## config.mk

```make
export PLATFORM = sky130hd
export DESIGN_NAME = sync_length_sum_deframer
export DESIGN_NICKNAME = d
export VERILOG_FILES = /design/src/rtl/slfd_pkg.sv /design/src/rtl/slfd_front.sv /design/src/rtl/slfd_queue.sv /design/src/rtl/sync_length_sum_deframer.sv
export SDC_FILE = /design/constraint.sdc
export NUM_CORES = 1
export LEC_CHECK = 0
export BUFFER_PORTS_ARGS = -buffer_cell sky130_fd_sc_hd__buf_4
export CELL_PAD_IN_SITES_DETAIL_PLACEMENT = 2
export CELL_PAD_IN_SITES_GLOBAL_PLACEMENT = 2
export CORE_UTILIZATION = 38
export DETAILED_ROUTE_END_ITERATION = 7
export PLACE_DENSITY = 0.78
export SLEW_MARGIN = 20
export SYNTH_ARGS = -nofsm -noshare
export SYNTH_HDL_FRONTEND = slang
export SYNTH_HIERARCHICAL = 1
export SYNTH_SLANG_ARGS = --single-unit
```

## constraint.sdc

```tcl
create_clock -name clock -period 5 [get_ports clock]
set_clock_uncertainty 0.05 [all_clocks]
set_input_delay 1 -clock clock [delete_from_list [all_inputs] [get_ports clock]]
set_output_delay 1 -clock clock [all_outputs]
set_load 0.005 [all_outputs]
```

## src/rtl/slfd_pkg.sv

```systemverilog
// Shared types and constants of the sync/length/sum deframer.
package slfd_pkg;

   localparam int FRAME_BYTES_DEF = 32;
   localparam int QUEUE_DEPTH     = 2;

   localparam logic [7:0] SYNC_FIRST     = 8'h5A;
   localparam logic [7:0] SYNC_SECOND    = 8'hA5;
   localparam logic [4:0] MIN_LEN_RESET  = 5'd3;
   localparam logic [9:0] FRAME_OVERHEAD = 10'd5;
   localparam logic [2:0] OFF_FULL       = 3'd4;
   localparam logic [2:0] OFF_BROKEN     = 3'd7;

   typedef enum logic [1:0] {
      KIND_DATA   = 2'd0,
      KIND_HEADER = 2'd1,
      KIND_STATUS = 2'd2
   } kind_type;

   typedef enum logic [2:0] {
      ST_OK    = 3'd0,
      ST_SUM   = 3'd1,
      ST_SHORT = 3'd2,
      ST_OFF   = 3'd3,
      ST_LONG  = 3'd4
   } status_type;

   typedef struct packed {
      logic [7:0] out_byte;
      kind_type   kind;
      status_type status;
      logic       last;
   } result_type;

   // ECU-off pattern 4A 00 00 4E
   function automatic logic [7:0] off_byte(input logic [1:0] idx);
      logic [7:0] b;
      case (idx)
         2'd0:    b = 8'h4A;
         2'd3:    b = 8'h4E;
         default: b = 8'h00;
      endcase
      return b;
   endfunction

endpackage

```

## src/rtl/slfd_front.sv

```systemverilog
// Front end: sync hunt, length and checksum tracking, result classification.
module slfd_front #(
   parameter int FRAME_BYTES = slfd_pkg::FRAME_BYTES_DEF
) (
   input  logic                 clock,
   input  logic                 reset,
   input  logic                 take,
   input  logic [7:0]           rx_byte,
   input  logic                 restart,
   input  logic                 cfg_we,
   input  logic [4:0]           cfg_data,
   output logic                 push,
   output slfd_pkg::result_type result
);

   localparam int         CNT_W       = $clog2(FRAME_BYTES);
   localparam logic [9:0] FRAME_LIMIT = 10'(FRAME_BYTES);

   typedef enum logic [6:0] {
      PH_SYNC1 = 7'b0000001,
      PH_SYNC2 = 7'b0000010,
      PH_DLEN  = 7'b0000100,
      PH_DATA  = 7'b0001000,
      PH_HLEN  = 7'b0010000,
      PH_HDR   = 7'b0100000,
      PH_SUM   = 7'b1000000
   } phase_type;

   phase_type        phase_ff, phase_in;
   logic [CNT_W-1:0] count_ff, count_in;
   logic [CNT_W-1:0] dlen_ff, dlen_in;
   logic [CNT_W-1:0] hlen_ff, hlen_in;
   logic [7:0]       sum_ff, sum_in;
   logic [2:0]       off_ff, off_in;
   logic [4:0]       min_len_ff;

   logic [2:0]       off_next;
   logic             off_hit;
   logic [7:0]       sum_add;
   logic [CNT_W-1:0] count_inc;
   logic [9:0]       dlen_total;
   logic [9:0]       frame_total;

   always_comb begin
      off_next = off_ff;
      if (off_ff < slfd_pkg::OFF_FULL) begin
         off_next = (rx_byte == slfd_pkg::off_byte(off_ff[1:0])) ? off_ff + 3'd1
                                                                 : slfd_pkg::OFF_BROKEN;
      end
      off_hit     = (off_next == slfd_pkg::OFF_FULL);
      sum_add     = sum_ff + rx_byte;
      count_inc   = count_ff + CNT_W'(1);
      dlen_total  = {2'b00, rx_byte} + slfd_pkg::FRAME_OVERHEAD;
      frame_total = 10'(dlen_ff) + {2'b00, rx_byte} + slfd_pkg::FRAME_OVERHEAD;
   end

   always_comb begin
      phase_in = phase_ff;
      count_in = count_ff;
      dlen_in  = dlen_ff;
      hlen_in  = hlen_ff;
      sum_in   = sum_ff;
      off_in   = off_ff;
      push     = 1'b0;
      result   = '{out_byte: rx_byte, kind: slfd_pkg::KIND_DATA,
                   status: slfd_pkg::ST_OK, last: 1'b0};
      if (take) begin
         if (restart) begin
            phase_in = PH_SYNC1;
         end else begin
            unique case (phase_ff)
               PH_SYNC2: begin
                  if (rx_byte == slfd_pkg::SYNC_SECOND) begin
                     phase_in = PH_DLEN;
                  end else if (rx_byte != slfd_pkg::SYNC_FIRST) begin
                     phase_in = PH_SYNC1;
                  end
               end
               PH_DLEN: begin
                  dlen_in  = rx_byte[CNT_W-1:0];
                  sum_in   = rx_byte;
                  count_in = '0;
                  off_in   = '0;
                  if ({3'b000, min_len_ff} > rx_byte) begin
                     push     = 1'b1;
                     result   = '{8'h00, slfd_pkg::KIND_STATUS, slfd_pkg::ST_SHORT, 1'b1};
                     phase_in = PH_SYNC1;
                  end else if (dlen_total > FRAME_LIMIT) begin
                     push     = 1'b1;
                     result   = '{8'h00, slfd_pkg::KIND_STATUS, slfd_pkg::ST_LONG, 1'b1};
                     phase_in = PH_SYNC1;
                  end else begin
                     phase_in = (rx_byte == 8'h00) ? PH_HLEN : PH_DATA;
                  end
               end
               PH_DATA: begin
                  sum_in = sum_add;
                  off_in = off_next;
                  push   = 1'b1;
                  if (off_hit) begin
                     result   = '{8'h00, slfd_pkg::KIND_STATUS, slfd_pkg::ST_OFF, 1'b1};
                     phase_in = PH_SYNC1;
                  end else if (count_inc >= dlen_ff) begin
                     count_in = '0;
                     phase_in = PH_HLEN;
                  end else begin
                     count_in = count_inc;
                  end
               end
               PH_HLEN: begin
                  sum_in  = sum_add;
                  off_in  = off_next;
                  hlen_in = rx_byte[CNT_W-1:0];
                  if (off_hit) begin
                     push     = 1'b1;
                     result   = '{8'h00, slfd_pkg::KIND_STATUS, slfd_pkg::ST_OFF, 1'b1};
                     phase_in = PH_SYNC1;
                  end else if (frame_total > FRAME_LIMIT) begin
                     push     = 1'b1;
                     result   = '{8'h00, slfd_pkg::KIND_STATUS, slfd_pkg::ST_LONG, 1'b1};
                     phase_in = PH_SYNC1;
                  end else begin
                     count_in = '0;
                     phase_in = (rx_byte == 8'h00) ? PH_SUM : PH_HDR;
                  end
               end
               PH_HDR: begin
                  sum_in      = sum_add;
                  push        = 1'b1;
                  result.kind = slfd_pkg::KIND_HEADER;
                  if (count_inc >= hlen_ff) begin
                     count_in = '0;
                     phase_in = PH_SUM;
                  end else begin
                     count_in = count_inc;
                  end
               end
               PH_SUM: begin
                  push     = 1'b1;
                  result   = '{8'h00, slfd_pkg::KIND_STATUS,
                               (rx_byte == sum_ff) ? slfd_pkg::ST_OK : slfd_pkg::ST_SUM,
                               1'b1};
                  phase_in = PH_SYNC1;
               end
               default: begin
                  phase_in = (rx_byte == slfd_pkg::SYNC_FIRST) ? PH_SYNC2 : PH_SYNC1;
               end
            endcase
         end
      end
   end

   always_ff @(posedge clock) begin
      if (reset) begin
         phase_ff   <= PH_SYNC1;
         count_ff   <= '0;
         dlen_ff    <= '0;
         hlen_ff    <= '0;
         sum_ff     <= '0;
         off_ff     <= '0;
         min_len_ff <= slfd_pkg::MIN_LEN_RESET;
      end else begin
         phase_ff <= phase_in;
         count_ff <= count_in;
         dlen_ff  <= dlen_in;
         hlen_ff  <= hlen_in;
         sum_ff   <= sum_in;
         off_ff   <= off_in;
         if (cfg_we) begin
            min_len_ff <= cfg_data;
         end
      end
   end

endmodule

```

## src/rtl/slfd_queue.sv

```systemverilog
// Result queue between the front end and the response port.
module slfd_queue (
   input  logic                 clock,
   input  logic                 reset,
   input  logic                 push,
   input  slfd_pkg::result_type push_data,
   input  logic                 pop,
   output logic                 full,
   output logic                 valid,
   output slfd_pkg::result_type head
);

   localparam int PTR_W = (slfd_pkg::QUEUE_DEPTH > 1) ? $clog2(slfd_pkg::QUEUE_DEPTH) : 1;
   localparam int CNT_W = $clog2(slfd_pkg::QUEUE_DEPTH + 1);
   localparam logic [PTR_W-1:0] PTR_LAST = PTR_W'(slfd_pkg::QUEUE_DEPTH - 1);
   localparam logic [CNT_W-1:0] CNT_FULL = CNT_W'(slfd_pkg::QUEUE_DEPTH);

   slfd_pkg::result_type mem_ff [slfd_pkg::QUEUE_DEPTH];
   logic [PTR_W-1:0]     wptr_ff, wptr_in;
   logic [PTR_W-1:0]     rptr_ff, rptr_in;
   logic [CNT_W-1:0]     count_ff, count_in;

   assign full  = (count_ff == CNT_FULL);
   assign valid = (count_ff != '0);
   assign head  = mem_ff[rptr_ff];

   always_comb begin
      wptr_in  = wptr_ff;
      rptr_in  = rptr_ff;
      count_in = count_ff;
      if (push) begin
         wptr_in = (wptr_ff == PTR_LAST) ? '0 : wptr_ff + PTR_W'(1);
      end
      if (pop) begin
         rptr_in = (rptr_ff == PTR_LAST) ? '0 : rptr_ff + PTR_W'(1);
      end
      if (push && !pop) begin
         count_in = count_ff + CNT_W'(1);
      end else if (pop && !push) begin
         count_in = count_ff - CNT_W'(1);
      end
   end

   always_ff @(posedge clock) begin
      if (push) begin
         mem_ff[wptr_ff] <= push_data;
      end
   end

   always_ff @(posedge clock) begin
      if (reset) begin
         wptr_ff  <= '0;
         rptr_ff  <= '0;
         count_ff <= '0;
      end else begin
         wptr_ff  <= wptr_in;
         rptr_ff  <= rptr_in;
         count_ff <= count_in;
      end
   end

endmodule

```

## src/rtl/sync_length_sum_deframer.sv

```systemverilog
// Top level of the sync/length/sum deframer.
//
//   channel  direction  handshake         payload
//   req      in         valid / stall     rx_byte, restart
//   rsp      out        valid / stall     out_byte, kind, status, last
//   csr      in         valid / ready     data (min data length)
//
// One byte per cycle while req is not stalled: the front end classifies each word
// in the cycle it is taken, and the two-entry result queue sets the stall seen on req.
// A result is written into the result queue and reaches rsp once it is at the queue head.
// Reset clears the phase, counters and queue; min data length returns to 3.
// req stalls only while the queue is full; csr is always ready.
module sync_length_sum_deframer #(
   parameter int FRAME_BYTES = slfd_pkg::FRAME_BYTES_DEF
) (
   input  logic       clock,
   input  logic       reset,
   input  logic       req_valid,
   output logic       req_stall,
   input  logic [7:0] req_rx_byte,
   input  logic       req_restart,
   output logic       rsp_valid,
   input  logic       rsp_stall,
   output logic [7:0] rsp_out_byte,
   output logic [1:0] rsp_kind,
   output logic [2:0] rsp_status,
   output logic       rsp_last,
   input  logic       csr_valid,
   output logic       csr_ready,
   input  logic [4:0] csr_data
);

   logic                 take;
   logic                 push;
   logic                 full;
   slfd_pkg::result_type result;
   slfd_pkg::result_type head;

   assign csr_ready = 1'b1;
   assign req_stall = full;
   assign take      = req_valid && !full;

   slfd_front #(
      .FRAME_BYTES(FRAME_BYTES)
   ) u_front (
      .clock   (clock),
      .reset   (reset),
      .take    (take),
      .rx_byte (req_rx_byte),
      .restart (req_restart),
      .cfg_we  (csr_valid && csr_ready),
      .cfg_data(csr_data),
      .push    (push),
      .result  (result)
   );

   slfd_queue u_queue (
      .clock    (clock),
      .reset    (reset),
      .push     (push),
      .push_data(result),
      .pop      (rsp_valid && !rsp_stall),
      .full     (full),
      .valid    (rsp_valid),
      .head     (head)
   );

   assign rsp_out_byte = head.out_byte;
   assign rsp_kind     = head.kind;
   assign rsp_status   = head.status;
   assign rsp_last     = head.last;

endmodule

```

Yosys cells after proc, flatten, opt, wreduce, memory -nomap -nowiden
Memories as Yosys holds them, arrays and structs flattened. A register that Yosys moved wholly into a read port is not among the register bits.
Index checks and enable logic that the tools add are counted.
Storage, ports and cells
  memory bits (writable): 28
  memories: 1
  word-level logic and storage cells: 124
  bits in registers: 42
  output and inout bits: 17
  input bits: 19
Cells by class
  reductions and logical operators: 24
  order comparisons: 6
  muxes and demuxes: 52
  eq/ne operators: 20
  $add $sub $neg: 10
  bitwise logic cells: 1
Memory list
  u_queue.mem_ff: depth 2, bits a word 14, rd ports 1, clocked after memory_dff 1, write ports 1, RTL line slfd_queue.sv:18  | slfd_pkg::result_type mem_ff [slfd_pkg::QUEUE_DEPTH];
Operators by type and width (number)
  $mux W14: 7
  $mux W7: 11
  $pmux W7 S6: 1
  $pmux W8 S4: 1
  $mux W5: 6
  $gt A10 B6 Y1 const B: 2
  $pmux W5 S4: 1
  $eq A8 B8 Y1: 2
  $pmux W4 S4: 1
  $pmux W8 S2: 1
  $pmux W7 S2: 1
  $mux W1: 13
  $reduce_and A3 Y1: 4
  $add A10 B3 Y10 const B: 1
  $ge A5 B5 Y1: 2
  $pmux W2 S5: 1
  $add A5 B8 Y9: 1
  $add A8 B3 Y9 const B: 1
  $add A8 B8 Y8: 1
  $eq A8 B7 Y1 const B: 1
  $eq A8 B8 Y1 const B: 1
  $gt A5 B8 Y1: 1
  $logic_not A8 Y1: 1
  $mux W8: 1
  32 further kinds: 50

Logic depth before layout (Yosys ltp)
Gate-level depths: netlist of run 1.
  depth after elaboration: 15
  mapped depth: 16
  gate-level depth less buffers: 16

Cells and area by module
The synthesis of run 1 kept the hierarchy.
Modules (own cells, without submodules)
  slfd_front: cells an instance 426, instances 1, area each 3342.0 µm², sequential area each 760.7 µm²
  slfd_queue: cells an instance 65, instances 1, area each 1216.2 µm², sequential area each 940.9 µm²
  sync_length_sum_deframer: cells an instance 4, instances 1, area each 38.8 µm², sequential area each 0.0 µm²

Worst setup path before layout of run 1
No wires, ideal clock.
  path kind: input port to flip-flop
  start point: input req_rx_byte[2]
  end point: memory u_queue/mem_ff[0][0] (netlist name), enable pin
  data required time: 4564 ps
  setup time: 386 ps
  stages: 12
  slack: 722 ps
  arrival: 3842 ps
  path buffers: 1
  cells stage by stage: buf_2 -> inv_1 -> ha_1 -> inv_1 -> ha_1 -> a211o_1 -> and3_1 -> a211oi_1 -> a211o_1 -> o21a_1 -> o31a_1 -> nor2b_1
Between the ends
  cells in the longest elaborated chain, start to end: 10
  elaborated cells between the ends (all ways): 19
  classes of those cells: 3 x add/sub; 3 x order compare; 2 x eq/ne; 11 x mux
RTL lines
  start, declared: RTL line sync_length_sum_deframer.sv:20  | input logic [7:0] req_rx_byte,
  $add A5 B8 Y9 or $eq A8 B8 Y1 (tied branches): RTL line slfd_front.sv:54, slfd_front.sv:47
  $add A10 B3 Y10 or $mux W3 (tied branches): RTL line slfd_front.sv:54, slfd_front.sv:47
  $gt A10 B6 Y1 or $mux W3 (tied branches): RTL line slfd_front.sv:118, slfd_front.sv:46
  $mux W1 or $eq A3 B3 Y1 (tied branches): RTL line slfd_front.sv:118, slfd_front.sv:50
  $mux W1: RTL line slfd_front.sv:114  | if (off_hit) begin
  $pmux W1 S3 *: RTL line slfd_front.sv:71  | unique case (phase_ff)
  $mux W1 *: RTL line slfd_front.sv:68  | if (restart) begin
  $mux W1 *: RTL line slfd_front.sv:67  | if (take) begin
  net push: RTL line sync_length_sum_deframer.sv:34  | logic push;
  $mux W1 *: RTL line slfd_queue.sv:45  | if (push) begin
  $mux W1 (not written as such) *: RTL line slfd_queue.sv:46  | mem_ff[wptr_ff] <= push_data;
  end, declared: RTL line slfd_queue.sv:18
Mark *: on every way through the listed nets, which the timed path passes. The rest lies on a longest branch.

Worst setup path in the final report of run 1
  start point: input req_rx_byte[2]
  end point: register u_queue.count_ff[1]
Between the ends
  cells in the longest elaborated chain, start to end: 11
  elaborated cells between the ends (all ways): 22
  classes of those cells: 3 x add/sub; 3 x order compare; 2 x eq/ne; 10 x mux; 4 x reduce/logical
RTL lines
  $add A5 B8 Y9 or $eq A8 B8 Y1 (tied branches): RTL line slfd_front.sv:54, slfd_front.sv:47
  $add A10 B3 Y10 or $mux W3 (tied branches): RTL line slfd_front.sv:54, slfd_front.sv:47
  $gt A10 B6 Y1 or $mux W3 (tied branches): RTL line slfd_front.sv:118, slfd_front.sv:46
  $mux W1 or $eq A3 B3 Y1 (tied branches): RTL line slfd_front.sv:118, slfd_front.sv:50
  $mux W1: RTL line slfd_front.sv:114
  $pmux W1 S3 *: RTL line slfd_front.sv:71
  $mux W1 *: RTL line slfd_front.sv:68
  $mux W1 *: RTL line slfd_front.sv:67
  net push: RTL line sync_length_sum_deframer.sv:34
  $logic_not A1 Y1: RTL line slfd_queue.sv:39  | end else if (pop && !push) begin
  $logic_and A1 B1 Y1: RTL line slfd_queue.sv:39
  $reduce_bool A2 Y1 (no line)
  end signal, assigned: RTL line slfd_queue.sv:58  | count_ff <= count_in;
  end, declared: RTL line slfd_queue.sv:21  | logic [CNT_W-1:0] count_ff, count_in;
Marks and branches as above.
A chain may end at the register's enable or synchronous reset.

==> results.json, run 1 <==
{
  "finalSetupViolCount": 0,
  "die_w_um": 112,
  "clockRootBuffer": "clkbuf_16",
  "post_drt_via_cell_ratio": 5.76,
  "rsz0062_at_grt": "no",
  "seqPwrFrac": 0.421,
  "vias": 3851,
  "muxShareOfSynthArea": 0.0561,
  "startpoint_type": "primary input",
  "initialDrtViolationCount": 119,
  "yosysMostFrequentCell": "nor2_1",
  "ir_drop_mv": 0.112,
  "stdcell_count": 668,
  "core.rowCount": 39,
  "path_class": "in2reg",
  "synth_xor_area_frac": 0.0229,
  "synth_edf_count": 28,
  "p_leak_nw": 2.10,
  "areaGrowthSynthToFinish_pct": 14.3,
  "tns_ns": 0,
  "cp.required_ns": 5.20,
  "dpl_worst_slack_ns": 0.0979,
  "crit_buf_inv": 3,
  "grt_first_pass_wirelength_um": 23200,
  "ios": 36,
  "htreeDepth": 3,
  "fin_crit_sh": 0.863,
  "synth_top_family_by_area": "simple AND/OR/NAND/NOR gates",
  "grt_max_degree": 39,
  "comb_power_share": 0.101,
  "swShare": 0.232,
  "initial_core_util": 0.396,
  "clkLatencyLatePin_ns": 0.34,
  "power_density_nw_per_um2": 277,
  "cp_top_family": "compound AO/OA/AOI/OAI gates",
  "cts_tree": "done",
  "power_switching_uw": 338,
  "worst_slack_ns": 0.683,
  "drive_gt1_frac": 0.171,
  "clk_pin_slew_ns": 0.06,
  "synth_top_area_frac": 0.187,
  "outcome": "finished with violations",
  "cp.arrival_ns": 4.52,
  "synth_commonest_cells": "nor2_1, nand2_1, dfxtp_1, ha_1, a21oi_1",
  "final_nets": 576,
  "pwr-share-clk": 0.478,
  "finalMaxSlewViolations": 0,
  "slowest_stage": "or3_1",
  "fin_crit_ns": 4.32,
  "hold_violations": 0,
  "cts_resized": 0,
  "coreArea_um2": 11600,
  "synth_compound_area_frac": 0.183,
  "dr.pass1.iters": 6,
  "syn_nets": 551,
  "synth_adder_area_share": 0.104,
  "fin_util": 0.452,
  "ys_seq_area_frac": 0.370,
  "yosysTopAreaCell": "dfxtp_1",
  "path_cells": "buf_4 > inv_1 > ha_1 > inv_1 > ha_1 > a211o_1 > a21oi_1 > o221ai_1 > a211o_1 > o21a_1 > o31a_1 > ha_1 > or3_1 > a21oi_1",
  "io_buffers": 34,
  "relSlewSlack": 0.486,
  "tightest_slew_ns": 0.770,
  "grt_antenna_before_repair": 0,
  "cts_buffer_depth": 2,
  "yosysUniqueCellTypes": 76,
  "gp_congestion": 0.824,
  "fmax_mhz": 232,
  "die_h_um": 112,
  "grt_pass1_vias": 4269,
  "dp_cells": 652,
  "cts.sinks": 71,
  "post_cts_buffers": 0,
  "yosysWarnings": 6,
  "endpoint_kind": "register",
  "cts_hold_buf": 0,
  "hold_class": "reg2reg",
  "drcViolationCount": 5,
  "yosys.area_share.simple": 0.218,
  "finalPower_mw": 1.46,
  "violations": "DRC",
  "netlist_area_um2": 4600,
  "ant_nets": 0,
  "synth-async-reset-ratio": 0,
  "grt_usage": 0.243,
  "dp_hpwl_um": 10700,
  "fillers": 1254,
  "syn_area_per_cell_um2": 9.29,
  "cp_common_cell": "ha_1",
  "postSynthCellCount": 495,
  "n_antenna_cell": 0,
  "numCtsBuffers": 9,
  "critPathMaxFanout": 10,
  "ys_top_cells_by_area": "dfxtp_1, edfxtp_1, ha_1",
  "wl_per_cell_um": 21.4,
  "internal-power_mw": 1.12,
  "ys.flop_type": "dfxtp_1",
  "max_stage_delay_ns": 0.38,
  "grt-ovfl-total": 0,
  "dieArea_um2": 12500,
  "ys_ff_latch": 71,
  "drt-total-wl_um": 14300,
  "max_cap_viol_count": 0
}
==> logic make-up after synthesis <==
kind of cell    count (synthesis)
simple gates                  190
buf+inv                        47
xor+xnor                       12
fa+ha+maj                      37
flops                          71
other cells                     1
mux                            24
compound gates                113
==> worst min-delay path: stages (launching register included) <==
cell and delay, ns:
dfxtp_1 0.31, nand2_1 0.06, a21oi_1 0.06
==> layout by cell type (no fill, tap or decap), drive strengths merged, types with 5 or more instances in the layout <==
cell	count
a211o	5
a21o	10
a21oi	31
a311oi	6
and2	5
and3	7
buf	36
clkbuf	12
dfxtp	43
edfxtp	28
ha	35
inv	25
mux2	14
mux2i	10
nand2	49
nand2b	8
nand3	14
nor2	50
nor2b	12
nor3	15
o211ai	6
o21ai	19
or2	5
xnor2	7
xor2	5
==> cell type report <==
class / count / area, um^2 / area share
Multi-Input combinational cell: 377 / 2690 / 0.513
Timing Repair Buffer: 36 / 270 / 0.0514
Inverter: 25 / 93.8 / 0.0179
Sequential cell: 71 / 1700 / 0.324
Tap cell: 143 / 179 / 0.0341
Clock inverter: 4 / 68.8 / 0.0131
Clock buffer: 12 / 246 / 0.0469
==> worst paths after layout <==
check                                            to               start  slack, ns  cells past startpoint
worst max-delay path            u_queue/count_ff[1]      req_rx_byte[2]       0.68                     14
worst min-delay path             u_front/dlen_ff[2]  u_front/dlen_ff[2]       0.43                      2
worst max register to register  u_queue/count_ff[1]  u_front/dlen_ff[2]       1.19                     13
worst min register to register   u_front/dlen_ff[2]  u_front/dlen_ff[2]       0.43                      2
==> power by group through the flow <==
stage | registers (mW) | clock network [mW] | logic (mW)
after floorplan | 0.621 | 0 | 0.0932
after global placement | 0.625 | 0 | 0.139
after detailed placement | 0.627 | 0 | 0.147
after CTS | 0.614 | 0.703 | 0.148
after global routing | 0.615 | 0.727 | 0.160
final | 0.614 | 0.697 | 0.147
==> stage by stage <==
stage               hold slack [ns]  area [um^2]
CTS                           0.429         5250
floorplan                     0.386         4600
global route                  0.462         5250
detailed placement            0.407         4930
global placement              0.394         4930
finish                        0.430         5250
==> routing by layer <==
| metal | vias to the layer above | track usage | routed length [um] |
|---|---|---|---|
| met5 | - | 0 | 0 |
| met4 | 0 | 0.0871 | 179 |
| met3 | 13 | 0.0305 | 305 |
| met2 | 55 | 0.439 | 7370 |
| met1 | 1940 | 0.296 | 6430 |
| li1 | 1843 | - | - |
==> registers in the layout (all words and copies together) (netlist names), named ones only <==
name                flops
u_queue/count_ff        2
u_queue/wptr_ff         1
u_front/dlen_ff         5
u_front/phase_ff        7
u_front/sum_ff          8
u_front/hlen_ff         5
u_front/off_ff          3
u_queue/rptr_ff         1
u_queue/mem_ff         28
u_front/count_ff        5
u_front/min_len_ff      5
Note: power is estimated with default switching activity, not from simulation.
==> inputs of run 2 (changes only) <==
==> constraint.sdc (replaced) <==
create_clock -name clock -period 5 [get_ports clock]
set_clock_uncertainty 0.05 [all_clocks]
set_input_delay 0.5 -clock clock [delete_from_list [all_inputs] [get_ports clock]]
set_output_delay 0.5 -clock clock [all_outputs]
set_load 0.005 [all_outputs]
==> results.json, run 2 (synthesis results as in run 1) <==
{
  "hold_path_end": "u_front/min_len_ff[1]",
  "clk_pin_slew_ns": 0.06,
  "io_buffers": 34,
  "areaGrowthSynthToFinish_pct": 13.9,
  "rr_worst_depth": 13,
  "cp.required_ns": 5.23,
  "slowest_stage": "o31a_1",
  "die_h_um": 112,
  "die_w_um": 112,
  "cp_common_cell": "ha_1",
  "clkLatencyLatePin_ns": 0.35,
  "tns_ns": 0,
  "cts_hold_buf": 0,
  "cts_buffer_depth": 2,
  "drive_gt1_frac": 0.177,
  "drt-total-wl_um": 14000,
  "outcome": "finished with violations",
  "grt-ovfl-total": 0,
  "worst_slack_ns": 1.30,
  "fin_crit_sh": 0.740,
  "regMostFlops": "u_queue/mem_ff",
  "wl_met1_um": 6080,
  "cts_resized": 0,
  "dpl_worst_slack_ns": 0.981,
  "vias": 3870,
  "hold_violations": 0,
  "tightest_slew_ns": 0.822,
  "hold_class": "in2reg",
  "top_layer": "met4",
  "post_drt_via_cell_ratio": 5.79,
  "ant_nets": 0,
  "fillers": 1264,
  "violations": "DRC",
  "critPathMaxFanout": 4,
  "cts.sinks": 71,
  "power_density_nw_per_um2": 269,
  "grt_pass1_vias": 4239,
  "final_nets": 576,
  "path_class": "reg2reg",
  "finalSetupViolCount": 0,
  "startpoint_type": "register",
  "wl_per_cell_um": 21.0,
  "r2r_setup_slack_ns": 1.30,
  "initial_core_util": 0.396,
  "dr_wl_met3_um": 477,
  "dieArea_um2": 12500,
  "finalMaxSlewViolations": 0,
  "endpoint_kind": "register",
  "path_cells": "inv_1 > ha_1 > inv_1 > ha_1 > a211o_1 > a21oi_1 > o221ai_1 > a211o_1 > o21a_1 > o31a_1 > ha_1 > or3_1 > a21oi_1",
  "grt_first_pass_wirelength_um": 22700,
  "core.rowCount": 39,
  "max_cap_viol_count": 0,
  "min_path_cells": 3,
  "rr_startpoint": "u_front/dlen_ff[2]",
  "dp_hpwl_um": 10600,
  "ir_drop_mv": 0.121,
  "max_stage_delay_ns": 0.36,
  "dr.pass1.iters": 6,
  "rsz0062_at_grt": "no",
  "crit_buf_inv": 2,
  "final_common_cell": "nor2_1",
  "numCtsBuffers": 9,
  "post_cts_buffers": 0,
  "drcViolationCount": 5,
  "largest_reg_flops": 28,
  "n_antenna_cell": 0,
  "grt_usage": 0.239,
  "gp_congestion": 0.825,
  "relSlewSlack": 0.451,
  "final_cell_mix": "nor2_1, nand2_1, dfxtp_1, buf_4, ha_1",
  "htreeDepth": 3,
  "cp_top_family": "compound AO/OA/AOI/OAI gates",
  "ios": 36,
  "fmax_mhz": 270,
  "p_leak_nw": 2.09,
  "coreArea_um2": 11600,
  "cts_tree": "done",
  "wl_met2_um": 7180,
  "r2r-end": "u_queue/count_ff[1]",
  "grt_antenna_before_repair": 0,
  "fin_crit_ns": 3.70,
  "finalPower_mw": 1.41,
  "initialDrtViolationCount": 190,
  "top_regs": "u_queue/mem_ff (28), u_front/sum_ff (8), u_front/phase_ff (7)",
  "hp-start": "csr_data[1]",
  "grt_max_degree": 39,
  "clockRootBuffer": "clkbuf_16",
  "cp.arrival_ns": 3.93
}
==> run 2: changes by cell type in the layout (fill, tap and decap cells not counted), sizes merged <==
cell / previous run / this run
bufinv: 2 / 1
clkinvlp: 0 / 2
clkbuf: 12 / 10
clkinv: 2 / 3
==> run 2: cell type report <==
cell class | count | area, um^2 | share of cell area
clock buffer | 10 | 239 | 0.0456
clock inverter | 6 | 60.1 | 0.0115
inverter | 25 | 93.8 | 0.0179
multi-input combinational | 377 | 2690 | 0.514
sequential | 71 | 1700 | 0.325
tap | 143 | 179 | 0.0342
timing repair buffer | 36 | 270 | 0.0516
==> run 2: per-layer routing <==
| metal | global-route usage | vias to the layer above |
|---|---|---|
| met1 | 0.277 | 1923 |
| met3 | 0.0381 | 24 |
| li1 | - | 1849 |
| met2 | 0.436 | 74 |
| met5 | 0 | - |
| met4 | 0.101 | 0 |
==> run 2: how the worst max path moves through the flow <==
stage	startpoint	endpoint	slack [ns]	cells past startpoint
floorplan	req_rx_byte[2]	u_queue/mem_ff[0][0]	1.22	12
global placement	req_rx_byte[2]	u_queue/mem_ff[0][5]	0.78	12
detailed placement	req_rx_byte[2]	u_queue/count_ff[1]	0.98	14
CTS	u_front/dlen_ff[2]	u_queue/count_ff[1]	1.31	13
global route	u_front/dlen_ff[1]	u_queue/count_ff[1]	1.10	14
finish	u_front/dlen_ff[2]	u_queue/count_ff[1]	1.30	13
==> run 2: power breakdown <==
part / leakage (nW) / internal, mW / total, mW / switching [mW]
clock: 0.144 / 0.397 / 0.651 / 0.254
sequential: 0.598 / 0.605 / 0.613 / 0.00788
combinational: 1.35 / 0.0654 / 0.145 / 0.0801
==> run 2: worst register-to-register path, stage by stage (launching register included) <==
cell and delay, ns:
dfxtp_1 0.33, inv_1 0.08, ha_1 0.34, inv_1 0.07
ha_1 0.29, a211o_1 0.33, a21oi_1 0.15, o221ai_1 0.22
a211o_1 0.35, o21a_1 0.21, o31a_1 0.36, ha_1 0.36
or3_1 0.36, a21oi_1 0.14
==> run 2: per-stage QoR <==
stage                util  instance area [um^2]  hold slack, ns  instances
floorplan               -                  4600           0.386        495
global placement    0.425                  4930           0.395        652
detailed placement  0.425                  4930           0.407        652
CTS                 0.451                  5230           0.317        668
global route        0.451                  5240           0.344        668
finish              0.451                  5240           0.324        668
==> inputs of run 3 (changes only) <==
--- a/config.mk
+++ b/config.mk
@@ -5,12 +5,13 @@
 export SDC_FILE = /design/constraint.sdc
 export NUM_CORES = 1
 export LEC_CHECK = 0
+export ABC_AREA = 1
 export BUFFER_PORTS_ARGS = -buffer_cell sky130_fd_sc_hd__buf_4
 export CELL_PAD_IN_SITES_DETAIL_PLACEMENT = 2
 export CELL_PAD_IN_SITES_GLOBAL_PLACEMENT = 2
-export CORE_UTILIZATION = 38
+export CORE_UTILIZATION = 33
 export DETAILED_ROUTE_END_ITERATION = 7
-export PLACE_DENSITY = 0.78
+export PLACE_DENSITY = 0.75
 export SLEW_MARGIN = 20
 export SYNTH_ARGS = -nofsm -noshare
 export SYNTH_HDL_FRONTEND = slang
==> constraint.sdc (replaced) <==
create_clock -name clock -period 3.25 [get_ports clock]
set_clock_uncertainty 0.05 [all_clocks]
set_input_delay 0.325 -clock clock [delete_from_list [all_inputs] [get_ports clock]]
set_output_delay 0.325 -clock clock [all_outputs]
set_load 0.005 [all_outputs]
==> results.json, run 3 <==
{
  "grt_first_pass_wirelength_um": 23400,
  "design_area_um2": 5520,
  "fin_util": 0.415,
  "cts_tree": "done",
  "grt_pass1_vias": 4530,
  "cp.required_ns": 3.26,
  "yosysWarnings": 6,
  "io_buffers": 34,
  "core.rowCount": 42,
  "yosysUniqueCellTypes": 45,
  "fin_crit_ns": 3.01,
  "fillers": 1544,
  "die_w_um": 119,
  "drcViolationCount": 0,
  "hp-start": "csr_data[1]",
  "ios": 36,
  "drt-total-wl_um": 14800,
  "grt-ovfl-total": 0,
  "cts.sinks": 71,
  "clkLatencyLatePin_ns": 0.35,
  "postSynthCellCount": 568,
  "fin_crit_sh": 0.927,
  "final_nets": 678,
  "rr_startpoint": "u_front/dlen_ff[1]",
  "wl_per_cell_um": 18.4,
  "synth-async-reset-ratio": 0,
  "relSlewSlack": 0.469,
  "hold_class": "in2reg",
  "outcome": "completed",
  "regMostFlops": "u_queue/mem_ff",
  "netlist_area_um2": 4510,
  "synth_edf_count": 28,
  "htreeDepth": 3,
  "fmax_mhz": 332,
  "finalPower_mw": 2.41,
  "max_cap_viol_count": 0,
  "dr.pass1.iters": 4,
  "ys_seq_area_frac": 0.377,
  "dp_hpwl_um": 11400,
  "vias": 4088,
  "ant_nets": 0,
  "dp_cells": 783,
  "cts_buffer_depth": 2,
  "slowest_stage": "fa_2",
  "finalMaxSlewViolations": 0,
  "final_cell_mix": "nand2_1, inv_1, nor2_1, buf_4, a21oi_1",
  "initialDrtViolationCount": 126,
  "initial_core_util": 0.339,
  "post_drt_via_cell_ratio": 5.09,
  "grt_antenna_before_repair": 0,
  "place_area_um2": 5040,
  "r2r-end": "u_queue/mem_ff[0][11]",
  "rr_worst_depth": 21,
  "dieArea_um2": 14100,
  "gp_congestion": 0.837,
  "final_common_cell": "nand2_1",
  "n_antenna_cell": 0,
  "top_regs": "u_queue/mem_ff (28), u_front/sum_ff (8), u_front/phase_ff (7)",
  "tns_ns": 0,
  "p_leak_nw": 2.29,
  "hold_path_end": "u_front/min_len_ff[1]",
  "clk_pin_slew_ns": 0.06,
  "endpoint_kind": "register",
  "areaGrowthSynthToFinish_pct": 22.5,
  "critPathMaxFanout": 7,
  "grt_usage": 0.218,
  "clockRootBuffer": "clkbuf_16",
  "path_class": "reg2reg",
  "startpoint_type": "register",
  "syn_nets": 624,
  "ir_drop_mv": 0.169,
  "synth_top_area_frac": 0.191,
  "yosysMostFrequentCell": "nand2_1",
  "ys_ff_latch": 71,
  "path_cells": "ha_4 > ha_4 > inv_2 > fa_2 > inv_2 > nand3_2 > nand2_2 > nand4_1 > nand2_1 > nor2_1 > nand2_1 > nor2_2 > nand2_1 > nand2_1 > nand4_1 > nand3_2 > inv_2 > buf_6 > inv_2 > nor2_4 > clkbuf_16",
  "ys.flop_type": "dfxtp_1",
  "min_path_cells": 3,
  "drive_gt1_frac": 0.215,
  "ys_top_cells_by_area": "dfxtp_1, edfxtp_1, ha_1",
  "largest_reg_flops": 28,
  "yosysTopAreaCell": "dfxtp_1",
  "grt_max_degree": 26,
  "power_density_nw_per_um2": 436,
  "numCtsBuffers": 9,
  "max_stage_delay_ns": 0.36,
  "coreArea_um2": 13300,
  "synth_commonest_cells": "nand2_1, inv_1, nor2_1, a21oi_1, dfxtp_1",
  "syn_area_per_cell_um2": 7.94,
  "rsz0062_at_grt": "no",
  "die_h_um": 119,
  "hold_violations": 0,
  "r2r_setup_slack_ns": 0.24,
  "tightest_slew_ns": 0.796,
  "stdcell_count": 803,
  "finalSetupViolCount": 0,
  "cp.arrival_ns": 3.02,
  "cts_hold_buf": 0
}
[run 3: cell types whose count changed after synthesis, sizes merged, moves of 12 or more]
cell,delta
inv,+59
nand3,+24
nand2,+55
nand4,+14
o21ai,+24
a21oi,+21
nor2b,-12
nor2,+16
[run 3: stage by stage]
stage	worst slack (ns)	hold WS, ns
6_report	0.236	0.159
5_1_grt	0.0241	0.176
4_1_cts	0.0128	0.149
3_5_place_dp	-0.0824	0.433
3_3_place_gp	0.0480	0.413
2_1_floorplan	0.214	0.345
[run 3: routing by layer]
metal,wire (um),part of all wire,vias up,track usage
met5,0,0,-,0
met4,232,0.016,0,0.0696
met3,288,0.019,17,0.0273
met2,7980,0.54,50,0.423
met1,6300,0.43,2011,0.244
li1,-,-,2010,-
[run 3: worst max-delay path: cells and delay by family (launching register included)]
family | cells | cell delay, ns
fa+ha+maj | 3 | 0.75
simple gates | 12 | 1.05
buf+inv | 6 | 0.52
flops | 1 | 0.34
[run 3: layout make-up]
class	count	area [um^2]	area share
multi-input combinational	404	2520	0.457
sequential	71	1700	0.309
timing repair buffer	52	437	0.0791
inverter	84	318	0.0576
clock buffer	12	268	0.0485
tap	176	220	0.0399
clock inverter	4	51.3	0.00929
[run 3: cell families after synthesis]
kind of cell,synth area share
and+or+nand+nor,0.251
AOI/OAI and AO/OA,0.126
buffers and inverters,0.0858
DFF,0.377
adders and majority gates,0.106
muxes,0.0350
xor gates and xnor gates,0.0175
other,0.000832
[run 3: power by group]
part / total, mW / internal [mW] / switching, mW
registers: 0.974 / 0.947 / 0.0273
logic: 0.367 / 0.153 / 0.213
clock network: 1.06 / 0.662 / 0.403
total: 2.41 / 1.76 / 0.643
[run 3: how the worst max path moves through the flow]
stage	start	end	slack, ns	cells after the start
detailed placement	req_rx_byte[0]	u_queue/count_ff[1]	-0.08	25
CTS	u_front/dlen_ff[0]	u_queue/count_ff[1]	0.01	23
finish	u_front/dlen_ff[1]	u_queue/mem_ff[0][11]	0.24	21
global placement	req_rx_byte[1]	u_queue/count_ff[1]	0.05	23
global route	u_front/dlen_ff[0]	u_queue/count_ff[1]	0.02	23
floorplan	req_rx_byte[0]	u_queue/mem_ff[0][0]	0.21	21
[run 3: repair_timing]
| item | CTS | global route |
|---|---|---|
| endpoints found under the hold margin | 0 | 0 |
| cloned | 0 | 1 |
| pin swaps | 0 | 7 |
| endpoints found under the setup margin | 16 | 32 |
| gates resized for setup | 3 | 26 |
| setup buffers | 0 | 4 |
